**src/rtl/assert_macros.svh**
```systemverilog
// Assertion macros for the RTL files; the top-level core includes them.
`ifndef ASSERT_MACROS_SVH
`define ASSERT_MACROS_SVH

// General property, checked on every rising clock edge outside reset.
`define PDTS_ASSERT(label, clk, rst, prop, msg) \
   label: assert property (@(posedge clk) disable iff (rst) prop) else $error(msg);

// Same-cycle implication, checked outside reset.
`define PDTS_ASSERT_IMPL(label, clk, rst, ante, cons, msg) \
   label: assert property (@(posedge clk) disable iff (rst) (ante) |-> (cons)) else $error(msg);

`endif

```
**src/rtl/pdts_pkg.sv**
```systemverilog
// Types, constants and the pad table of the PWM duty to timer setup block.
package pdts_pkg;

   localparam int CHANNELS_DEF = 4;
   localparam int CHAN_W       = 2;
   localparam int FREQ_W       = 24;
   localparam int PAD_W        = 6;
   localparam int DUTY_W       = 14;
   localparam int PERIOD_W     = 16;
   localparam int PROD_W       = DUTY_W + PERIOD_W;
   localparam int RES_W        = 2;
   localparam int TIMER_W      = 3;

   localparam int unsigned CLOCK_HZ   = 12000000;
   localparam int unsigned PERIOD_MAX = 32'h0000FFFF;
   localparam int unsigned PERIOD_MIN = 3;

   localparam logic CMD_INIT = 1'b0;
   localparam logic CMD_DUTY = 1'b1;

   localparam logic [1:0] STATUS_OK      = 2'd0;
   localparam logic [1:0] STATUS_BAD_ARG = 2'd1;
   localparam logic [1:0] STATUS_NO_PAD  = 2'd2;

   localparam logic [1:0] MODE_NORMAL = 2'd0;
   localparam logic [1:0] MODE_LOW    = 2'd1;
   localparam logic [1:0] MODE_HIGH   = 2'd2;

   localparam logic [RES_W-1:0] RES_8  = 2'd0;
   localparam logic [RES_W-1:0] RES_10 = 2'd1;
   localparam logic [RES_W-1:0] RES_12 = 2'd2;
   localparam logic [RES_W-1:0] RES_14 = 2'd3;

   typedef struct packed {
      logic              cmd;
      logic [CHAN_W-1:0] channel;
      logic [FREQ_W-1:0] frequency_hz;
      logic [PAD_W-1:0]  pad_number;
      logic [DUTY_W-1:0] duty;
   } req_word_type;

   typedef struct packed {
      logic [1:0]          status;
      logic [TIMER_W-1:0]  timer_number;
      logic                use_half_b;
      logic [1:0]          output_mode;
      logic [PERIOD_W-1:0] period_ticks;
      logic [PERIOD_W-1:0] on_ticks;
      logic                start_timer;
   } rsp_word_type;

   typedef struct packed {
      logic               found;
      logic [TIMER_W-1:0] timer;
      logic               half_b;
   } pad_hit_type;

   function automatic logic [DUTY_W-1:0] max_duty(input logic [RES_W-1:0] mode);
      logic [DUTY_W-1:0] m;
      unique case (mode)
         RES_8:   m = 14'd255;
         RES_10:  m = 14'd1023;
         RES_12:  m = 14'd4095;
         RES_14:  m = 14'd16383;
         default: m = 14'd255;
      endcase
      return m;
   endfunction

   function automatic pad_hit_type pad_lookup(input logic [PAD_W-1:0] pad);
      pad_hit_type h;
      h.found = 1'b1;
      unique case (pad)
         6'd12: begin h.timer = 3'd0; h.half_b = 1'b0; end
         6'd25: begin h.timer = 3'd0; h.half_b = 1'b0; end
         6'd13: begin h.timer = 3'd0; h.half_b = 1'b1; end
         6'd26: begin h.timer = 3'd0; h.half_b = 1'b1; end
         6'd18: begin h.timer = 3'd1; h.half_b = 1'b0; end
         6'd27: begin h.timer = 3'd1; h.half_b = 1'b0; end
         6'd19: begin h.timer = 3'd1; h.half_b = 1'b1; end
         6'd28: begin h.timer = 3'd1; h.half_b = 1'b1; end
         6'd5:  begin h.timer = 3'd2; h.half_b = 1'b0; end
         6'd29: begin h.timer = 3'd2; h.half_b = 1'b0; end
         6'd6:  begin h.timer = 3'd2; h.half_b = 1'b1; end
         6'd30: begin h.timer = 3'd2; h.half_b = 1'b1; end
         6'd22: begin h.timer = 3'd3; h.half_b = 1'b0; end
         6'd31: begin h.timer = 3'd3; h.half_b = 1'b0; end
         6'd23: begin h.timer = 3'd3; h.half_b = 1'b1; end
         6'd32: begin h.timer = 3'd3; h.half_b = 1'b1; end
         6'd42: begin h.timer = 3'd4; h.half_b = 1'b0; end
         6'd4:  begin h.timer = 3'd4; h.half_b = 1'b0; end
         6'd43: begin h.timer = 3'd4; h.half_b = 1'b1; end
         6'd7:  begin h.timer = 3'd4; h.half_b = 1'b1; end
         6'd44: begin h.timer = 3'd5; h.half_b = 1'b0; end
         6'd24: begin h.timer = 3'd5; h.half_b = 1'b0; end
         6'd45: begin h.timer = 3'd5; h.half_b = 1'b1; end
         6'd33: begin h.timer = 3'd5; h.half_b = 1'b1; end
         6'd46: begin h.timer = 3'd6; h.half_b = 1'b0; end
         6'd39: begin h.timer = 3'd4; h.half_b = 1'b1; end
         6'd47: begin h.timer = 3'd6; h.half_b = 1'b1; end
         6'd35: begin h.timer = 3'd6; h.half_b = 1'b1; end
         6'd48: begin h.timer = 3'd7; h.half_b = 1'b0; end
         6'd37: begin h.timer = 3'd5; h.half_b = 1'b1; end
         6'd49: begin h.timer = 3'd7; h.half_b = 1'b1; end
         6'd11: begin h.timer = 3'd7; h.half_b = 1'b1; end
         default: begin h.found = 1'b0; h.timer = 3'd0; h.half_b = 1'b0; end
      endcase
      return h;
   endfunction

endpackage

```
**src/rtl/pdts_div.sv**
```systemverilog
// Bit-serial restoring divider, one quotient bit per cycle.
module pdts_div #(
   parameter int DIVIDEND_W = pdts_pkg::PROD_W,
   parameter int DIVISOR_W  = pdts_pkg::FREQ_W
) (
   input  logic                  clock,
   input  logic                  reset,
   input  logic                  start,
   input  logic [DIVIDEND_W-1:0] dividend,
   input  logic [DIVISOR_W-1:0]  divisor,
   output logic                  done,
   output logic [DIVIDEND_W-1:0] quotient
);

   localparam int CNT_W = $clog2(DIVIDEND_W + 1);

   logic                  busy_ff;
   logic                  done_ff;
   logic [CNT_W-1:0]      cnt_ff;
   logic [DIVIDEND_W-1:0] q_ff;
   logic [DIVISOR_W-1:0]  rem_ff;
   logic [DIVISOR_W-1:0]  dsr_ff;
   logic [DIVISOR_W:0]    trial;
   logic [DIVISOR_W:0]    diff;
   logic                  fits;
   logic [DIVISOR_W-1:0]  rem_in;
   logic [DIVIDEND_W-1:0] q_in;

   always_comb begin
      trial  = {rem_ff, q_ff[DIVIDEND_W-1]};
      diff   = trial - {1'b0, dsr_ff};
      fits   = ~diff[DIVISOR_W];
      rem_in = fits ? diff[DIVISOR_W-1:0] : trial[DIVISOR_W-1:0];
      q_in   = {q_ff[DIVIDEND_W-2:0], fits};
   end

   always_ff @(posedge clock) begin
      if (reset) begin
         busy_ff <= 1'b0;
         done_ff <= 1'b0;
         cnt_ff  <= '0;
      end else begin
         done_ff <= 1'b0;
         if (start) begin
            busy_ff <= 1'b1;
            cnt_ff  <= CNT_W'(DIVIDEND_W);
            q_ff    <= dividend;
            rem_ff  <= '0;
            dsr_ff  <= divisor;
         end else if (busy_ff) begin
            q_ff   <= q_in;
            rem_ff <= rem_in;
            cnt_ff <= cnt_ff - CNT_W'(1);
            if (cnt_ff == CNT_W'(1)) begin
               busy_ff <= 1'b0;
               done_ff <= 1'b1;
            end
         end
      end
   end

   assign done     = done_ff;
   assign quotient = q_ff;

endmodule

```
**src/rtl/pdts_mul.sv**
```systemverilog
// Bit-serial shift-add multiplier, one multiplier bit per cycle.
module pdts_mul #(
   parameter int A_W = pdts_pkg::DUTY_W,
   parameter int B_W = pdts_pkg::PERIOD_W
) (
   input  logic             clock,
   input  logic             reset,
   input  logic             start,
   input  logic [A_W-1:0]   a,
   input  logic [B_W-1:0]   b,
   output logic             done,
   output logic [A_W+B_W-1:0] product
);

   localparam int P_W   = A_W + B_W;
   localparam int CNT_W = $clog2(B_W + 1);

   logic             busy_ff;
   logic             done_ff;
   logic [CNT_W-1:0] cnt_ff;
   logic [P_W-1:0]   acc_ff;
   logic [P_W-1:0]   mcand_ff;
   logic [B_W-1:0]   mplier_ff;

   always_ff @(posedge clock) begin
      if (reset) begin
         busy_ff <= 1'b0;
         done_ff <= 1'b0;
         cnt_ff  <= '0;
      end else begin
         done_ff <= 1'b0;
         if (start) begin
            busy_ff   <= 1'b1;
            cnt_ff    <= CNT_W'(B_W);
            acc_ff    <= '0;
            mcand_ff  <= P_W'(a);
            mplier_ff <= b;
         end else if (busy_ff) begin
            if (mplier_ff[0]) begin
               acc_ff <= acc_ff + mcand_ff;
            end
            mcand_ff  <= {mcand_ff[P_W-2:0], 1'b0};
            mplier_ff <= {1'b0, mplier_ff[B_W-1:1]};
            cnt_ff    <= cnt_ff - CNT_W'(1);
            if (cnt_ff == CNT_W'(1)) begin
               busy_ff <= 1'b0;
               done_ff <= 1'b1;
            end
         end
      end
   end

   assign done    = done_ff;
   assign product = acc_ff;

endmodule

```
**src/rtl/pwm_duty_to_timer_setup_core.sv**
```systemverilog
// Top level of the PWM duty to timer setup block: channel table, sequencer, result register.
//
//   port group   dir   handshake          word
//   req_         in    req_valid/stall    pdts_pkg::req_word_type
//   rsp_         out   rsp_valid/stall    pdts_pkg::rsp_word_type
//   csr_         in    csr_valid/ready    resolution mode, 2 bits
//
// An init word or an argument error caught at acceptance goes straight to the finish state.
// A period out of range ends the word after the first division. A full duty word runs two
// 30-step restoring divisions and a 16-step shift-add multiply, each with a load and a
// hand-off step, then loads the result. A result held under rsp_stall delays the next word.
// req_stall is high from acceptance until the result moves into the output register.
// Synchronous reset clears the channel table, the resolution register and all control.
`include "assert_macros.svh"

module pwm_duty_to_timer_setup_core #(
   parameter int CHANNELS = pdts_pkg::CHANNELS_DEF
) (
   input  logic                   clock,
   input  logic                   reset,
   input  logic                   req_valid,
   output logic                   req_stall,
   input  pdts_pkg::req_word_type req_word,
   output logic                   rsp_valid,
   input  logic                   rsp_stall,
   output pdts_pkg::rsp_word_type rsp_word,
   input  logic                   csr_valid,
   output logic                   csr_ready,
   input  logic [pdts_pkg::RES_W-1:0] csr_data
);

   typedef enum logic [2:0] {
      ST_IDLE,
      ST_DIV_PERIOD,
      ST_MUL,
      ST_DIV_ON,
      ST_FINISH
   } state_type;

   state_type                          state_ff;
   logic [pdts_pkg::FREQ_W-1:0]        freq_tab_ff [CHANNELS];
   logic [pdts_pkg::PAD_W-1:0]         pad_tab_ff  [CHANNELS];
   logic [pdts_pkg::RES_W-1:0]         resolution_ff;
   logic [pdts_pkg::DUTY_W-1:0]        duty_ff;
   logic [pdts_pkg::PAD_W-1:0]         pad_ff;
   logic [pdts_pkg::PERIOD_W-1:0]      period_ff;
   logic                               div_start_ff;
   logic                               mul_start_ff;
   logic [pdts_pkg::PROD_W-1:0]        div_dividend_ff;
   logic [pdts_pkg::FREQ_W-1:0]        div_divisor_ff;
   pdts_pkg::rsp_word_type             res_ff;
   pdts_pkg::rsp_word_type             rsp_word_ff;
   logic                               rsp_valid_ff;

   logic                               div_done;
   logic [pdts_pkg::PROD_W-1:0]        div_quotient;
   logic                               mul_done;
   logic [pdts_pkg::PROD_W-1:0]        mul_product;

   logic [pdts_pkg::FREQ_W-1:0]        freq_sel;
   logic [pdts_pkg::PAD_W-1:0]         pad_sel;
   logic                               chan_ok;
   logic [pdts_pkg::DUTY_W-1:0]        maxd;
   logic [pdts_pkg::PERIOD_W-1:0]      on_val;
   pdts_pkg::pad_hit_type              hit;
   logic                               out_free;

   logic                               req_take;
   logic                               rsp_err;
   logic                               rsp_err_clean;
   logic                               rsp_start;
   logic                               rsp_start_ok;

   always_comb begin
      freq_sel = '0;
      pad_sel  = '0;
      for (int i = 0; i < CHANNELS; i++) begin
         if (32'(req_word.channel) == i) begin
            freq_sel = freq_tab_ff[i];
            pad_sel  = pad_tab_ff[i];
         end
      end
      chan_ok  = 32'(req_word.channel) < CHANNELS;
      maxd     = pdts_pkg::max_duty(resolution_ff);
      on_val   = div_quotient[pdts_pkg::PERIOD_W-1:0];
      hit      = pdts_pkg::pad_lookup(pad_ff);
      out_free = ~rsp_valid_ff | ~rsp_stall;
   end

   pdts_div #(
      .DIVIDEND_W (pdts_pkg::PROD_W),
      .DIVISOR_W  (pdts_pkg::FREQ_W)
   ) u_div (
      .clock    (clock),
      .reset    (reset),
      .start    (div_start_ff),
      .dividend (div_dividend_ff),
      .divisor  (div_divisor_ff),
      .done     (div_done),
      .quotient (div_quotient)
   );

   pdts_mul #(
      .A_W (pdts_pkg::DUTY_W),
      .B_W (pdts_pkg::PERIOD_W)
   ) u_mul (
      .clock   (clock),
      .reset   (reset),
      .start   (mul_start_ff),
      .a       (duty_ff),
      .b       (period_ff),
      .done    (mul_done),
      .product (mul_product)
   );

   always_ff @(posedge clock) begin
      if (reset) begin
         state_ff      <= ST_IDLE;
         resolution_ff <= '0;
         div_start_ff  <= 1'b0;
         mul_start_ff  <= 1'b0;
         rsp_valid_ff  <= 1'b0;
         for (int i = 0; i < CHANNELS; i++) begin
            freq_tab_ff[i] <= '0;
            pad_tab_ff[i]  <= '0;
         end
      end else begin
         div_start_ff <= 1'b0;
         mul_start_ff <= 1'b0;
         if (csr_valid) begin
            resolution_ff <= csr_data;
         end
         if (rsp_valid_ff && !rsp_stall && state_ff != ST_FINISH) begin
            rsp_valid_ff <= 1'b0;
         end
         unique case (state_ff)
            ST_IDLE: begin
               if (req_valid) begin
                  res_ff  <= '0;
                  duty_ff <= req_word.duty;
                  pad_ff  <= pad_sel;
                  if (req_word.cmd == pdts_pkg::CMD_INIT) begin
                     for (int i = 0; i < CHANNELS; i++) begin
                        if (32'(req_word.channel) == i) begin
                           freq_tab_ff[i] <= req_word.frequency_hz;
                           pad_tab_ff[i]  <= req_word.pad_number;
                        end
                     end
                     state_ff <= ST_FINISH;
                  end else if (!chan_ok || freq_sel == '0 || req_word.duty > maxd) begin
                     res_ff.status <= pdts_pkg::STATUS_BAD_ARG;
                     state_ff      <= ST_FINISH;
                  end else begin
                     div_dividend_ff <= pdts_pkg::PROD_W'(pdts_pkg::CLOCK_HZ);
                     div_divisor_ff  <= freq_sel;
                     div_start_ff    <= 1'b1;
                     state_ff        <= ST_DIV_PERIOD;
                  end
               end
            end
            ST_DIV_PERIOD: begin
               if (div_done) begin
                  if (div_quotient > pdts_pkg::PROD_W'(pdts_pkg::PERIOD_MAX) ||
                      div_quotient < pdts_pkg::PROD_W'(pdts_pkg::PERIOD_MIN)) begin
                     res_ff.status <= pdts_pkg::STATUS_BAD_ARG;
                     state_ff      <= ST_FINISH;
                  end else begin
                     period_ff    <= div_quotient[pdts_pkg::PERIOD_W-1:0];
                     mul_start_ff <= 1'b1;
                     state_ff     <= ST_MUL;
                  end
               end
            end
            ST_MUL: begin
               if (mul_done) begin
                  div_dividend_ff <= mul_product;
                  div_divisor_ff  <= pdts_pkg::FREQ_W'(maxd);
                  div_start_ff    <= 1'b1;
                  state_ff        <= ST_DIV_ON;
               end
            end
            ST_DIV_ON: begin
               if (div_done) begin
                  if (!hit.found) begin
                     res_ff.status <= pdts_pkg::STATUS_NO_PAD;
                  end else begin
                     res_ff.status       <= pdts_pkg::STATUS_OK;
                     res_ff.timer_number <= hit.timer;
                     res_ff.use_half_b   <= hit.half_b;
                     res_ff.period_ticks <= period_ff;
                     res_ff.on_ticks     <= on_val;
                     priority if (on_val == '0) begin
                        res_ff.output_mode <= pdts_pkg::MODE_LOW;
                        res_ff.start_timer <= 1'b0;
                     end else if (on_val == period_ff) begin
                        res_ff.output_mode <= pdts_pkg::MODE_HIGH;
                        res_ff.start_timer <= 1'b0;
                     end else begin
                        res_ff.output_mode <= pdts_pkg::MODE_NORMAL;
                        res_ff.start_timer <= 1'b1;
                     end
                  end
                  state_ff <= ST_FINISH;
               end
            end
            ST_FINISH: begin
               if (out_free) begin
                  rsp_valid_ff <= 1'b1;
                  rsp_word_ff  <= res_ff;
                  state_ff     <= ST_IDLE;
               end
            end
            default: state_ff <= ST_IDLE;
         endcase
      end
   end

   assign req_stall = (state_ff != ST_IDLE);
   assign rsp_valid = rsp_valid_ff;
   assign rsp_word  = rsp_word_ff;
   assign csr_ready = 1'b1;

   assign req_take      = req_valid && !req_stall;
   assign rsp_err       = rsp_valid && (rsp_word.status != pdts_pkg::STATUS_OK);
   assign rsp_err_clean = (rsp_word.period_ticks == '0) && (rsp_word.on_ticks == '0) &&
                          !rsp_word.start_timer &&
                          (rsp_word.output_mode == pdts_pkg::MODE_NORMAL);
   assign rsp_start     = rsp_valid && rsp_word.start_timer;
   assign rsp_start_ok  = (rsp_word.on_ticks != '0) &&
                          (rsp_word.on_ticks < rsp_word.period_ticks) &&
                          (rsp_word.output_mode == pdts_pkg::MODE_NORMAL);

   `PDTS_ASSERT(a_one_at_a_time, clock, reset, req_take |=> req_stall, "input not closed")
   `PDTS_ASSERT_IMPL(a_error_clean, clock, reset, rsp_err, rsp_err_clean, "error word has data")
   `PDTS_ASSERT_IMPL(a_start_range, clock, reset, rsp_start, rsp_start_ok, "forced output started")

endmodule
```
**config.mk**
```make
export PLATFORM = sky130hd
export DESIGN_NAME = pwm_duty_to_timer_setup_core
export DESIGN_NICKNAME = d
export VERILOG_FILES = /design/src/rtl/pdts_pkg.sv /design/src/rtl/pdts_div.sv /design/src/rtl/pdts_mul.sv /design/src/rtl/pwm_duty_to_timer_setup_core.sv
export VERILOG_INCLUDE_DIRS = /design/src /design/src/rtl
export SDC_FILE = /design/constraint.sdc
export NUM_CORES = 1
export LEC_CHECK = 0
export CORE_ASPECT_RATIO = 1.1
export CORE_MARGIN = 5
export CORE_UTILIZATION = 50
export CTS_BUF_LIST = sky130_fd_sc_hd__clkbuf_8 sky130_fd_sc_hd__clkbuf_16
export DETAILED_ROUTE_END_ITERATION = 8
export DONT_BUFFER_PORTS = 1
export PLACE_DENSITY = 0.73
export SYNTH_ARGS = -nofsm -noshare
export SYNTH_HDL_FRONTEND = slang
export SYNTH_HIERARCHICAL = 1
export SYNTH_SLANG_ARGS = --single-unit
```
**constraint.sdc**
```tcl
create_clock -name clock -period 7.3 [get_ports clock]
set_input_delay 0.365 -clock clock [delete_from_list [all_inputs] [get_ports clock]]
set_output_delay 0.365 -clock clock [all_outputs]
set_load 0.01 [all_outputs]
```
# Word level (Yosys, flattened, before mapping)
# Memories as Yosys holds them, arrays and structs flattened.
# Index checks and enable logic that the tools add are counted.
# Widths: inputs -> output; s select.
# classes
addsub	4
mux	109
multipliers	0
n_div	0
reduce_logical	47
n_eq_ne	55
order_cmp	3
bitwise_logic	18
shifts	0
# op_table
cell	count
$mux 24	14
$mux 30	9
$mux 41	2
$eq 6x6->1 const B	13
$pmux 39 s2	1
$eq 6x5->1 const B	12
$pmux 30 s2	1
$pmux 4 s15	1
$pmux 14 s4	1
$mux 6	8
$pmux 24 s2	1
$mux 1	47
$mux 39	1
$mux 16	2
$reduce_or 32->1	1
$add 30x30->30	1
$gt 30x16->1 const B	1
$lt 30x2->1 const B	1
$reduce_or 2->1	13
$sub 25x24->25	1
$eq 6x3->1 const B	4
$logic_not 24->1	1
$mux 3	8
$mux 5	4
other kinds (34)	88
# word_totals
ramBits	120
output_inout_bits	44
romBits	0
in_bits	54
mem_count	2
reg_bits	348
latch_bits	0
# memory_table
memory	depth	width	rd	rd_ports_with_merged_regs	wr	line	rtl
freq_tab_ff	4	24	4	0	4	pwm_duty_to_timer_setup_core.sv:41	logic [pdts_pkg::FREQ_W-1:0] freq_tab_ff [CHANNELS];
pad_tab_ff	4	6	4	0	4	pwm_duty_to_timer_setup_core.sv:42	logic [pdts_pkg::PAD_W-1:0] pad_tab_ff [CHANNELS];

# Depth between registers and ports, before layout
# logic_depth
depth_word	11
ltp_mapped	13

# Cells and area by module
# The synthesis kept the hierarchy.
# by_module_without_submodules
module	cells_per_inst	area_each_um2	n_inst	seq_area_each_um2
pwm_duty_to_timer_setup_core	800	12448.2	1	8928.6
pdts_div	418	4878.4	1	2482.4
pdts_mul	412	4769.6	1	2422.3

# Least setup slack after synthesis
# Ideal clock, no wire load.
# synth_path
path_kind	flip-flop to flip-flop
start	reg pad_ff[4] in the netlist's numbering
end	reg res_ff[0] in the netlist's numbering (enable)
arrival_time_ns	4.911
path_slack_ns	1.857
setup_ns	0.533
stages_incl_launch_ff	7
required_ns	6.767
n_path_buf	1
synth_period_minus_slack_ns	5.443
path_cell_list	edfxtp_1 > clkbuf_1 > a22oi_1 > o221ai_1 > a21oi_1 > a2111oi_0 > nor4_1
# synth_between
elab_chain_len	5
# synth_lines
element	line	rtl
start: declaration	pwm_duty_to_timer_setup_core.sv:45	logic [pdts_pkg::PAD_W-1:0] pad_ff;
start signal: assignment	pwm_duty_to_timer_setup_core.sv:141	pad_ff <= pad_sel;
$eq 6x4->1, or another cell as far along	pdts_pkg.sv:73	unique case (pad)
$reduce_or 32->1 (no source line) (*)	-	
$mux 1 (*)	pdts_pkg.sv:73	
$ne 2x2->1 (no source line) (*)	-	
$reduce_and 5->1 (no source line) (*)	-	
end: declaration	pwm_duty_to_timer_setup_core.sv:51	pdts_pkg::rsp_word_type res_ff;
# Mark *: on every way between the ends. The rest lies on a longest branch, timed or not.
# A chain may end at the register's enable or synchronous reset.

# Worst setup path in the final report
# layout_path
start	reg u_div.q_ff[29], in the netlist u_div/quotient[29]
end	reg u_div.rem_ff[23] (data pin)
# layout_between
elab_chain_len	3
# layout_lines
element	line	rtl
start: declaration	pdts_div.sv:20	logic [DIVIDEND_W-1:0] q_ff;
start signal: assignment	pdts_div.sv:47	q_ff <= dividend;
start signal: assignment	pdts_div.sv:51	q_ff <= q_in;
$sub 25x24->25	pdts_div.sv:31	diff = trial - {1'b0, dsr_ff};
$mux 24	pdts_div.sv:33	rem_in = fits ? diff[DIVISOR_W-1:0] : trial[DIVISOR_W-1:0];
$mux 24	pdts_div.sv:50	end else if (busy_ff) begin
end signal: assignment	pdts_div.sv:52	rem_ff <= rem_in;
end: declaration	pdts_div.sv:21	logic [DIVISOR_W-1:0] rem_ff;
# Every way passes these cells. The select of a mux whose other input is x is not followed.

==> impl_metrics.py <==
metrics = {
    "clocking": {
        "worstSkewPairLatency_ns": 0.60,
        "root_buffer": "clkbuf_16",
        "cts_resized": 0,
        "cts_tree": "built",
        "hold_buffers": 50,
        "cts_sinks": 468,
        "cts_inserted_buffers": 48,
        "cts_max_path_buffers": 3,
        "ctsHtreeMaxLevel": 2,
        "path_clk_slew_ns": 0.06,
        "postCtsSetupRepairBufs": 0,
    },
    "detailed_routing": {
        "drt_iter0_drc": 1065,
        "vias": 13100,
        "wire_per_inst_um": 19.8,
        "drc": 0,
        "detail-route-antenna-nets": 0,
        "firstDrtPassIters": 7,
        "wirelength_mm": 45.2,
        "via_per_inst": 5.72,
    },
    "final_layout": {
        "postLayoutCoreUtil_pct": 56.8,
        "finalNetCount": 1791,
        "antennaDiodeCount": 0,
        "area_growth_pct": 11.9,
        "drive_above_1_share_pct": 13.0,
    },
    "global_routing": {
        "grt_pass1_vias": 13200,
        "grt_max_degree": 73,
        "grt.total_usage_pct": 18.6,
        "gr-total-overflow": 0,
        "grt_pass1_wl_mm": 72.5,
        "antenna_found_initial": 0,
    },
    "worst_hold_path": {
        "min_to": "rsp_valid$_SDFF_PP0_",
        "min_path_cells": 2,
        "min-delay-start": "rsp_stall",
        "hold_class": "input port to flop",
    },
    "sta": {
        "period_share_pct": 48.8,
        "fin_crit_ns": 3.56,
        "fmax_ghz": 0.281,
        "setup_tns_ns": 0,
        "rsz0062_at_grt": "false",
        "hold_viol_final": 0,
        "relSlewSlack_pct": 29.2,
        "hold_ws_ns": 0.0875,
        "layout_setup_ws_ns": 3.74,
        "finClkSkew_ns": 0.0281,
        "setup_viol": 0,
        "worst_pin_slew_ns": 1.06,
        "slew_viol_final": 0,
    },
    "yosys": {
        "synth_xor_area_share_pct": 2.70,
        "synth_seq_cells": 468,
        "synth_compound_area_share_pct": 7.37,
        "synthAdderAreaFrac_pct": 3.75,
        "synth-edff-count": 446,
        "yosysTopAreaCellShare_pct": 60.6,
        "ys_types": 92,
        "netlist_area_mm2": 0.0221,
        "synthMuxAreaShare_pct": 7.08,
        "yosys.area.top_type": "edfxtp_1",
        "async_reset_ff_share_pct": 0,
        "synthFlopType": "edfxtp_1",
        "syn_inst": 1630,
        "syn_area_per_cell_um2": 13.6,
        "ys_top_cells_by_area": "edfxtp_1, and2_1, ha_1",
        "ys_seq_area_share_pct": 62.6,
        "synth_simple_gate_area_share_pct": 14.0,
        "synth_top_family_by_area": "simple AND/OR/NAND/NOR gates",
        "syn-num-nets": 1749,
        "yosys_warnings": 6,
    },
    "worst_setup_path": {
        "start_kind": "flop",
        "rrSetupSlack_ns": 3.74,
        "end_kind": "flop",
        "rr_worst_depth": 11,
        "arrival_ns": 3.85,
        "slowest_delay_ns": 0.69,
        "crit_family": "simple AND/OR/NAND/NOR gates",
        "cp_num_buf_inv": 1,
        "cp_max_fo": 29,
        "r2r-end": "u_div/rem_ff[23]$_SDFFCE_PP0P_",
        "cp-startpoint": "u_div/quotient[29]$_DFFE_PP_",
        "slowest_stage": "nand3_2",
        "crit_chain": "inv_1, ha_1, fa_1, nand2b_1, a21o_1, a21oi_4, o211ai_1, nand4_2, nand3_2, nand2_1, o22ai_1",
        "r2r-start": "u_div/quotient[29]$_DFFE_PP_",
        "critical_path_class": "flop to flop",
        "required_ns": 7.59,
    },
    "power": {
        "finalPower_uw": 5720,
        "power.density_mw_per_mm2": 231,
        "leakage_uw": 0.00903,
        "vdd_ir_drop_max_mv": 0.225,
    },
    "die": {
        "rows": 80,
        "die_area_mm2": 0.0485,
        "die_h_um": 230,
        "dieWidth_um": 210,
        "start_util_pct": 50.7,
        "core-area_mm2": 0.0435,
        "ios": 98,
    },
    "status": {
        "status": "finished clean",
    },
    "placed_design": {
        "gp_congestion": 0.864,
        "post-dp-hpwl_mm": 29.5,
        "dp_slack_ns": 3.82,
        "port_buffers": 0,
    },
    "run": {
        "drv_cap": 0,
    },
}
## final cells by class
cell class	instances	area (um2)
Sequential cell	468	13800
Tap cell	574	718
Timing Repair Buffer	66	621
Clock inverter	36	295
Fill cell	3411	18800
Inverter	60	225
Multi-Input combinational cell	1028	7760
Clock buffer	52	1270
## cell families after synthesis
kind of cell,count (synthesis)
XOR/XNOR,68
multiplexers,109
AND/OR/NAND/NOR,553
other,1
adder cells (fa/ha/maj),65
flip-flops,468
buffers and inverters,134
AO/OA/AOI/OAI,232
## power breakdown
part | switching, uW | leakage [uW] | internal [uW]
Combinational | 150 | 0.00385 | 110
Sequential | 40.9 | 0.00438 | 3010
Clock | 1020 | 0.000805 | 1400
## stage by stage
stage,cells,instance area [um2]
2_1_floorplan,1630,22100
3_3_place_gp,2146,22700
3_5_place_dp,2146,22700
4_1_cts,2284,24700
5_1_grt,2284,24700
6_report,2284,24700
## metal layers
metal,track usage [%],wire length (um),vias to the layer above,share of wire (%)
met5,0,0,-,0
li1,-,-,6171,-
met2,29.8,21300,424,47
met3,4.29,3200,75,7.1
met4,4.86,963,0,2.1
met1,26.1,19800,6389,44
## how the worst max path moves through the flow
stage	cells after the start	slack, ns	end
after floorplan	6	1.86	res_ff[0]$_SDFFCE_PP0P_
after global placement	11	3.89	u_div/rem_ff[1]$_SDFFCE_PP0P_
after detailed placement	11	3.82	u_div/rem_ff[23]$_SDFFCE_PP0P_
after CTS	11	3.78	u_div/rem_ff[23]$_SDFFCE_PP0P_
after global routing	11	3.50	u_div/rem_ff[21]$_SDFFCE_PP0P_
final	11	3.74	u_div/rem_ff[23]$_SDFFCE_PP0P_
## state kept, by name, indices dropped and copies added, names as in the netlist, 2 cells and up
name and cells:
pad_ff 6, res_ff 41, u_div/cnt_ff 5, u_mul/cnt_ff 5, div_divisor_ff 24, period_ff 16, u_div/dsr_ff 24, u_mul/mplier_ff 16
state_ff 3, div_dividend_ff 30, pad_tab_ff 24, resolution_ff 2, freq_tab_ff 96, u_div/rem_ff 24, u_div/quotient 30, u_mul/mcand_ff 30
duty_ff 14, rsp_word 41, u_mul/product 30
## cells in the mapped netlist, drive strengths merged, types with 3 or more instances
master and number:
o211ai 8, xnor2 31, nand3b 3, a211oi 13
edfxtp 446, mux4 30, a21o 21, o21a 14
a2111oi 4, nand2b 25, and2 138, dfxtp 22
a21oi 71, and4 5, nor4b 5, nor2 119
o22ai 5, xor2 37, o31ai 6, buf 16
or2 10, nand2 62, nand4 14, mux2i 18
nor3b 6, clkbuf 58, nor2b 37, a31o 4
inv 59, nand3 14, o211a 3, a31oi 11
nor4 28, o32ai 4, o21bai 3, ha 63
mux2 61, nor3 18, and3 64, o21ai 42
a221oi 4
## layout by cell type (no fill, tap or decap), drive strengths merged, types with 6 or more instances in the layout
master / count
a211oi: 13
a21o: 21
a21oi: 71
a31oi: 11
and2: 138
and3: 64
buf: 16
clkbuf: 52
clkinv: 14
dfxtp: 22
dlygate4sd3: 50
edfxtp: 446
ha: 63
inv: 75
mux2: 61
mux2i: 18
mux4: 30
nand2: 62
nand2b: 25
nand3: 14
nand4: 14
nor2: 119
nor2b: 37
nor3: 18
nor3b: 6
nor4: 28
o211ai: 8
o21a: 14
o21ai: 42
o31ai: 6
or2: 10
xnor2: 31
xor2: 37
(Power assumes the default switching activity.)
